<file path="src/rtl/swma_pkg.sv">
// Package for the stack with middle access: payload structs, operation and
// status codes, FSM state type and the memory control strobes.
// No dependencies.
`default_nettype none

package swma_pkg;

    // Fixed widths of the payload fields.
    localparam int DATA_W = 32;
    localparam int OCC_W  = 9;

    // Default number of stack entries.
    localparam int STACK_DEPTH_DEF = 256;

    typedef enum logic [1:0] {
        OP_PUSH          = 2'd0,
        OP_POP           = 2'd1,
        OP_MIDDLE        = 2'd2,
        OP_DELETE_MIDDLE = 2'd3
    } t_op;

    typedef enum logic [1:0] {
        STS_OK    = 2'd0,
        STS_EMPTY = 2'd1,
        STS_FULL  = 2'd2,
        STS_RSVD  = 2'd3
    } t_status;

    // One input beat.
    typedef struct packed {
        t_op                      operation;
        logic signed [DATA_W-1:0] push_value;
    } t_cmd;

    // One result beat.
    typedef struct packed {
        logic signed [DATA_W-1:0] result_value;
        t_status                  status;
        logic [OCC_W-1:0]         occupancy;
    } t_result;

    // Sequencer states.
    typedef enum logic [1:0] {
        S_IDLE,
        S_READ,
        S_SHIFT
    } t_state;

    // Memory port strobes from the sequencer.
    typedef struct packed {
        logic we;
        logic re;
    } t_mem_ctl;

endpackage

`default_nettype wire

</file>
<file path="src/rtl/swma_ctrl.sv">
// Sequencer of the stack: entry count, operation decode, memory accesses,
// the shift loop of delete middle and the result register. Depends on swma_pkg.
`default_nettype none

module swma_ctrl
    import swma_pkg::*;
#(
    parameter int DEPTH = STACK_DEPTH_DEF,
    parameter int AW    = $clog2(DEPTH),
    parameter int CW    = $clog2(DEPTH + 1)
) (
    input  wire logic              i_clk,
    input  wire logic              i_rst_n,
    input  wire logic              start,
    input  wire t_cmd              i_cmd,
    output logic                   busy,
    output logic                   o_result_valid,
    output t_result                o_result,
    output t_mem_ctl               o_mem_ctl,
    output logic      [AW-1:0]     o_waddr,
    output logic      [DATA_W-1:0] o_wdata,
    output logic      [AW-1:0]     o_raddr,
    input  wire logic [DATA_W-1:0] i_rdata
);

    localparam logic [CW-1:0] COUNT_FULL = CW'(DEPTH);
    localparam logic [CW-1:0] COUNT_ONE  = CW'(1);

    t_state        r_state, n_state;
    logic [CW-1:0] r_count, n_count;
    logic [AW-1:0] r_idx,   n_idx;
    logic [AW-1:0] r_last,  n_last;
    t_result       r_res,   n_res;
    logic          r_valid, n_valid;

    logic          accept;
    logic [CW-1:0] count_m1;
    logic [CW-1:0] mid;
    logic [AW-1:0] idx_p1;

    assign busy     = (r_state != S_IDLE);
    assign accept   = start && !busy;
    assign count_m1 = r_count - COUNT_ONE;
    assign mid      = count_m1 >> 1;
    assign idx_p1   = r_idx + AW'(1);

    // Next state.
    always_comb begin
        n_state = r_state;
        case (r_state)
            S_IDLE: begin
                if (accept && r_count != '0) begin
                    case (i_cmd.operation)
                        OP_POP, OP_MIDDLE: n_state = S_READ;
                        OP_DELETE_MIDDLE: begin
                            if (r_count != COUNT_ONE) begin
                                n_state = S_SHIFT;
                            end
                        end
                        default: n_state = S_IDLE;
                    endcase
                end
            end
            S_READ:  n_state = S_IDLE;
            S_SHIFT: begin
                if (idx_p1 == r_last) begin
                    n_state = S_IDLE;
                end
            end
            default: n_state = S_IDLE;
        endcase
    end

    // Memory accesses, count and result.
    always_comb begin
        n_count      = r_count;
        n_idx        = r_idx;
        n_last       = r_last;
        n_res        = r_res;
        n_valid      = 1'b0;
        o_mem_ctl    = '0;
        o_waddr      = r_idx;
        o_wdata      = i_rdata;
        o_raddr      = count_m1[AW-1:0];
        case (r_state)
            S_IDLE: begin
                if (accept) begin
                    n_res.result_value = '0;
                    n_res.status       = STS_OK;
                    n_res.occupancy    = OCC_W'(r_count);
                    if (i_cmd.operation == OP_PUSH) begin
                        // Push completes here; a full stack drops the word.
                        n_valid = 1'b1;
                        if (r_count == COUNT_FULL) begin
                            n_res.status = STS_FULL;
                        end else begin
                            o_mem_ctl.we    = 1'b1;
                            o_waddr         = r_count[AW-1:0];
                            o_wdata         = i_cmd.push_value;
                            n_count         = r_count + COUNT_ONE;
                            n_res.occupancy = OCC_W'(n_count);
                        end
                    end else if (r_count == '0) begin
                        n_valid      = 1'b1;
                        n_res.status = STS_EMPTY;
                    end else begin
                        case (i_cmd.operation)
                            OP_POP: begin
                                o_mem_ctl.re = 1'b1;
                                o_raddr      = count_m1[AW-1:0];
                                n_count      = count_m1;
                            end
                            OP_MIDDLE: begin
                                o_mem_ctl.re = 1'b1;
                                o_raddr      = mid[AW-1:0];
                            end
                            default: begin
                                // Delete middle: a single entry needs no shift.
                                if (r_count == COUNT_ONE) begin
                                    n_valid         = 1'b1;
                                    n_count         = '0;
                                    n_res.occupancy = '0;
                                end else begin
                                    o_mem_ctl.re = 1'b1;
                                    o_raddr      = mid[AW-1:0] + AW'(1);
                                    n_idx        = mid[AW-1:0];
                                    n_last       = count_m1[AW-1:0];
                                end
                            end
                        endcase
                    end
                end
            end
            S_READ: begin
                // Read data of pop or middle read has arrived.
                n_valid            = 1'b1;
                n_res.result_value = i_rdata;
                n_res.status       = STS_OK;
                n_res.occupancy    = OCC_W'(r_count);
            end
            S_SHIFT: begin
                // Move the word read last cycle down one place, fetch the next.
                o_mem_ctl.we = 1'b1;
                o_waddr      = r_idx;
                o_wdata      = i_rdata;
                if (idx_p1 == r_last) begin
                    n_count            = count_m1;
                    n_valid            = 1'b1;
                    n_res.result_value = '0;
                    n_res.status       = STS_OK;
                    n_res.occupancy    = OCC_W'(count_m1);
                end else begin
                    o_mem_ctl.re = 1'b1;
                    o_raddr      = idx_p1 + AW'(1);
                    n_idx        = idx_p1;
                end
            end
            default: begin
                n_count = r_count;
            end
        endcase
    end

    // Control registers.
    always_ff @(posedge i_clk) begin
        if (!i_rst_n) begin
            r_state <= S_IDLE;
            r_count <= '0;
            r_valid <= 1'b0;
        end else begin
            r_state <= n_state;
            r_count <= n_count;
            r_valid <= n_valid;
        end
    end

    // Payload and loop registers.
    always_ff @(posedge i_clk) begin
        r_idx  <= n_idx;
        r_last <= n_last;
        r_res  <= n_res;
    end

    assign o_result_valid = r_valid;
    assign o_result       = r_res;

endmodule

`default_nettype wire

</file>
<file path="config.mk">
export PLATFORM = sky130hd
export DESIGN_NAME = swma_ctrl
export DESIGN_NICKNAME = d
export VERILOG_FILES = /design/src/rtl/swma_pkg.sv /design/src/rtl/swma_ctrl.sv
export SDC_FILE = /design/constraint.sdc
export NUM_CORES = 1
export LEC_CHECK = 0
export ABC_AREA = 1
export ABC_CLOCK_PERIOD_IN_PS = 5450
export BUFFER_PORTS_ARGS = -buffer_cell sky130_fd_sc_hd__clkbuf_2
export CAP_MARGIN = 20
export CORE_AREA = 2 2 129 93
export CTS_BUF_LIST = sky130_fd_sc_hd__clkbuf_4
export CTS_CLUSTER_SIZE = 12
export DETAILED_ROUTE_END_ITERATION = 12
export DIE_AREA = 0 0 131 95
export PLACE_DENSITY_LB_ADDON = 0.05
export SLEW_MARGIN = 40
export SYNTH_ARGS = -nofsm -noshare
export SYNTH_HDL_FRONTEND = slang
export SYNTH_SLANG_ARGS = --single-unit
</file>
<file path="constraint.sdc">
create_clock -name i_clk -period 5.45 [get_ports i_clk]
set_clock_uncertainty 0.2 [all_clocks]
set_input_delay 0.545 -clock i_clk [delete_from_list [all_inputs] [get_ports i_clk]]
set_output_delay 0.545 -clock i_clk [all_outputs]
set_load 0.05 [all_outputs]
</file>
* Word-level counts from Yosys, hierarchy flattened
Index checks and enable logic that the tools add are counted.
** Storage, ports and cells
- Register bits :: 71
- Input bits :: 69
** Operators by class
- Reduce and logical (&&, ||, !) cells :: 16
- Multiplexer cells :: 59
- Bitwise operators :: 4
- Equality and inequality tests :: 20
- $add $sub $neg :: 5
** Operator list (count)
- $pmux W43 S3 :: 1
- $mux W32 :: 4
- $mux W8 :: 15
- $mux W43 :: 2
- $mux W9 :: 8
- $pmux W8 S2 :: 3
- $pmux W9 S2 :: 2
- $add A8 B1 Y8 const B :: 3
- $ne A2 B2 Y1 const B :: 8
- $mux W1 :: 14
- $pmux W2 S2 :: 3
- $mux W11 :: 1
- $mux W2 :: 5
- $add A9 B1 Y9 const B :: 1
- $eq A9 B1 Y1 const B :: 1
- $eq A9 B9 Y1 const B :: 1
- $logic_not A9 Y1 :: 1
- $ne A3 B3 Y1 const B :: 3
- $ne A9 B1 Y1 const B :: 1
- $reduce_bool A9 Y1 :: 1
- $sub A9 B1 Y9 const B :: 1
- $eq A8 B8 Y1 :: 1
- $reduce_and A7 Y1 :: 1
- $eq A2 B2 Y1 const B :: 3
- 12 further kinds :: 20

* Depth between registers and ports, before layout
- Depth in word-level cells :: 8
- Gate-level depth with buffers :: 19

* Worst setup path after synthesis
No wires, ideal clock.
- Kind :: register to register
- Start point :: register r_idx[0]
- End point :: register r_res (netlist bit o_result[0]), enable pin
- Setup slack :: 8 ps
- Stages on the path, launching flop included :: 12
- Data arrival time :: 4746 ps
- Path buffers :: 1
- Period minus slack after synthesis :: 5442 ps
- Cell sequence :: edfxtp_1 -> inv_2 -> ha_1 -> xnor2_1 -> a21oi_1 -> nand2_1 -> nor3b_2 -> nand3_4 -> nand2_4 -> buf_4 -> inv_1 -> nor3_1
** Between the ends
- Cells in the longest elaborated chain, start to end :: 4
** RTL lines
- start: declaration :: line swma_ctrl.sv:31 : logic [AW-1:0] r_idx, n_idx;
- start signal: assignment :: line swma_ctrl.sv:179 : r_idx <= n_idx;
- $add A8 B1 Y8 :: line swma_ctrl.sv:45 : assign idx_p1 = r_idx + AW'(1);
- $eq A8 B8 Y1 :: line swma_ctrl.sv:146 : if (idx_p1 == r_last) begin
- $ne A2 B2 Y1 (no source line)
- $reduce_and A3 Y1 (no source line)
- end signal: assignment :: line swma_ctrl.sv:181 : r_res <= n_res;
- end: declaration :: line swma_ctrl.sv:33 : t_result r_res, n_res;
Every way passes these cells.
A chain may end at the register's enable or synchronous reset.

* Worst setup path after layout
- Start point :: register r_count[0]
- End point :: output port o_waddr[0]
** Between the ends
- Cells in the longest elaborated chain, start to end :: 5
** RTL lines
- start: declaration :: line swma_ctrl.sv:30 : logic [CW-1:0] r_count, n_count;
- start signal: assignment :: line swma_ctrl.sv:172 : r_count <= n_count;
- $eq A9 B9 Y1 :: line swma_ctrl.sv:94 : if (r_count == COUNT_FULL) begin
- $mux W8 * :: line swma_ctrl.sv:94
- $mux W8 * :: line swma_ctrl.sv:91 : if (i_cmd.operation == OP_PUSH) begin
- $mux W8 * :: line swma_ctrl.sv:87 : if (accept) begin
- $mux W8 * :: line swma_ctrl.sv:85 : case (r_state)
- end: declaration :: line swma_ctrl.sv:20 : output logic [AW-1:0] o_waddr,
Mark *: on every way between the ends. The rest lies on a longest branch, timed or not.

==> flow_metrics.py <==
metrics = {
    "critical_path": {
        "crit_top_cell": "nand2_1",
        "critPathSlowestCell": "dfxtp_1",
        "worstPathRequired_ns": 4.70,
        "critPathCaptureType": "output port",
        "critPathLaunch": "r_count[0]",
        "path_class": "flop to output port",
        "critPathMaxStageDelay_ns": 0.56,
        "start_kind": "flop",
        "path_max_fanout": 50,
        "cp.arrival_ns": 3.62,
        "reg2reg_from": "r_idx[0]",
        "crit_chain": "clkinv_1 -> ha_1 -> nand2_1 -> nor2_1 -> nand2_1 -> nand3_2 -> buf_4 -> o21ai_0 -> inv_1 -> clkbuf_2",
    },
    "synthesis": {
        "yosys_warnings": 0,
        "synthesis.nets": 848,
        "synthTopCellsByCount": "nand2_1 (180), nor2_1 (122), inv_1 (98)",
        "netlist_area_um2": 5260,
        "synth_cell_type_count": 38,
        "synth_most_common_cell": "nand2_1",
        "synth_top_area_frac": 0.337,
        "async_flop_share": 0,
        "synth_seq_cells": 71,
        "synth_ff_type": "edfxtp_1",
        "avgSynthCellArea_um2": 6.89,
        "synth_edf_count": 59,
        "ys_seq_area_frac": 0.383,
        "synth_top_area_cell": "edfxtp_1",
        "synth_area_leaders": "edfxtp_1 (34%), nand2_1 (13%), nor2_1 (8.7%), inv_1 (7.0%), o21ai_0 (5.4%)",
        "syn_inst": 763,
    },
    "clock_tree": {
        "h-tree-depth": 3,
        "cts_tree": "done",
        "path_clk_slew_ns": 0.13,
        "cts_buffers": 9,
        "worstSkewPairLatency_ns": 0.45,
        "cts-root-buf": "clkbuf_4",
        "clock-sinks": 71,
        "clockBufferDepth": 2,
        "cts_setup_buffers": 0,
        "ctsResizeCount": 0,
        "cts_hold_buf": 0,
    },
    "grt": {
        "grt_max_degree": 51,
        "grt-ovfl-total": 0,
        "grt_pass1_vias": 4783,
        "grt_usage": 0.264,
        "antenna_found_initial": 0,
        "grt_pass1_wl_um": 24900,
    },
    "sta": {
        "finalHoldViolCount": 0,
        "finalMaxSlewViolations": 0,
        "layout_min_cycle_time_ns": 4.37,
        "setup_slack_ns": 1.08,
        "setup_viol": 0,
        "worst_pin_slew_ns": 0.823,
        "finalSetupTns_ns": 0,
        "timing.fmax_mhz": 229,
        "rsz0062_at_grt": "false",
        "post-route-period-util": 0.801,
        "relSlewSlack": 0.449,
    },
    "min_path": {
        "min_path_type": "input port to flop",
        "min-delay-start": "i_rdata[18]",
    },
    "die": {
        "die_width_um": 131,
        "initial_core_util": 0.463,
        "fp.dieH_um": 95,
        "die_area_um2": 12400,
        "fp.coreArea_um2": 11400,
        "ios": 164,
        "fp-row-count": 33,
    },
    "final_layout": {
        "multi_input_area_um2": 2710,
        "area_delta_synth_final_pct": 20.5,
        "nFillCells": 1122,
        "seq_area_um2": 2010,
        "drive_above_1_share": 0.235,
        "final_nets": 994,
        "num_antenna_cells": 0,
    },
    "flow_run": {
        "maxCapViolations": 0,
    },
    "power_and_ir_drop": {
        "p_per_area_nw_per_um2": 709,
        "vdd_drop_max_v": 0.000387,
        "total_leakage_power_nw": 3.26,
    },
    "drt": {
        "drt_iter0_markers": 595,
        "routed_wl_um": 16800,
        "ant_nets": 0,
        "num_vias": 5671,
        "post-route-drc-count": 0,
        "wl_per_cell_um": 15.7,
        "first_pass_iters": 5,
        "via_per_inst": 5.30,
    },
    "place": {
        "io_buffer_count": 163,
        "gp_congestion": 0.971,
        "dp_slack_ns": 1.45,
        "dpl.hpwl_um": 12700,
    },
    "run_status": {
        "run_status": "complete, no violations",
    },
}
==> metal layers <==
layer,vias to the layer above,share of wire,track usage
met5,-,0,0
met4,0,0.016,0.0665
met3,31,0.095,0.0618
met2,258,0.44,0.390
met1,2612,0.45,0.388
li1,2770,-,-
==> cell usage in the layout (no fill, tap or decap), types with 2 or more instances in the layout <==
master | Yosys | layout
a21oi_1 | 55 | 55
buf_4 | 2 | 5
bufinv_16 | 0 | 2
clkbuf_2 | 0 | 163
clkbuf_4 | 0 | 9
clkinv_1 | 3 | 3
clkinv_2 | 0 | 2
dfxtp_1 | 12 | 12
edfxtp_1 | 59 | 59
ha_1 | 16 | 16
inv_1 | 98 | 98
inv_2 | 5 | 5
nand2_1 | 180 | 180
nand2_2 | 11 | 11
nand3_1 | 51 | 50
nand3b_1 | 3 | 3
nand4_1 | 9 | 9
nor2_1 | 122 | 122
nor2_2 | 2 | 2
nor2_4 | 3 | 3
nor3_1 | 5 | 3
nor3_2 | 2 | 4
o211ai_1 | 12 | 12
o21ai_0 | 57 | 57
o21ai_1 | 2 | 2
o21ai_2 | 2 | 2
o221ai_1 | 4 | 4
xnor2_1 | 3 | 3
xor2_1 | 5 | 5
==> report_power, final <==
group	total, mW	leakage, nW	switching [mW]	internal, mW
registers	1.05	0.697	0.142	0.906
clock network	0.395	0.0863	0.208	0.187
logic	3.05	2.48	2.37	0.677
total	4.49	3.26	2.72	1.77
==> per-stage QoR <==
stage	cell area [µm²]	power (mW)	utilization	hold WS, ns	std cells
2_1_floorplan	5260	3.34	-	0.299	763
3_3_place_gp	6170	4.04	0.543	0.319	1055
3_5_place_dp	6170	4.07	0.543	0.332	1055
4_1_cts	6330	4.47	0.558	0.178	1071
5_1_grt	6330	4.77	0.558	0.186	1071
6_report	6330	4.49	0.558	0.201	1071
==> worst paths after layout <==
path / to / slack [ns] / cells past startpoint
setup / recovery: o_waddr[0] / 1.08 / 10
hold / removal: o_result[29] / 0.20 / 3
setup reg to reg: o_result[6] / 2.11 / 11
hold reg to reg: r_state[0] / 0.35 / 2
==> critical path: cells and delay by family, from the launching register on <==
kind | cells | cell delay, ns
AO/OA/AOI/OAI | 1 | 0.25
adder cells (fa/ha/maj) | 1 | 0.33
buffers and inverters | 4 | 1.20
flip-flops | 1 | 0.56
AND/OR/NAND/NOR | 4 | 0.80
==> layout make-up <==
class / instances / share of cell area
timing repair buffer: 168 / 0.135
sequential: 71 / 0.318
tap: 157 / 0.0310
clock buffer: 9 / 0.0107
multi-input combinational: 553 / 0.428
clock inverter: 7 / 0.0150
inverter: 106 / 0.0628
==> registers in the layout, summed over array words and instances, names as in the netlist <==
register	flops
r_state	2
r_last	8
o_result_valid	1
o_result	43
r_idx	8
r_count	9
==> cells by family after synthesis <==
group / count (synthesis) / share of synthesized area
adder cells (fa/ha/maj): 16 / 0.0381
XOR/XNOR: 8 / 0.0133
buffers and inverters: 139 / 0.104
AO/OA/AOI/OAI: 137 / 0.143
AND/OR/NAND/NOR: 392 / 0.319
flip-flops: 71 / 0.383
No activity file was read; power rests on OpenSTA's default activity.
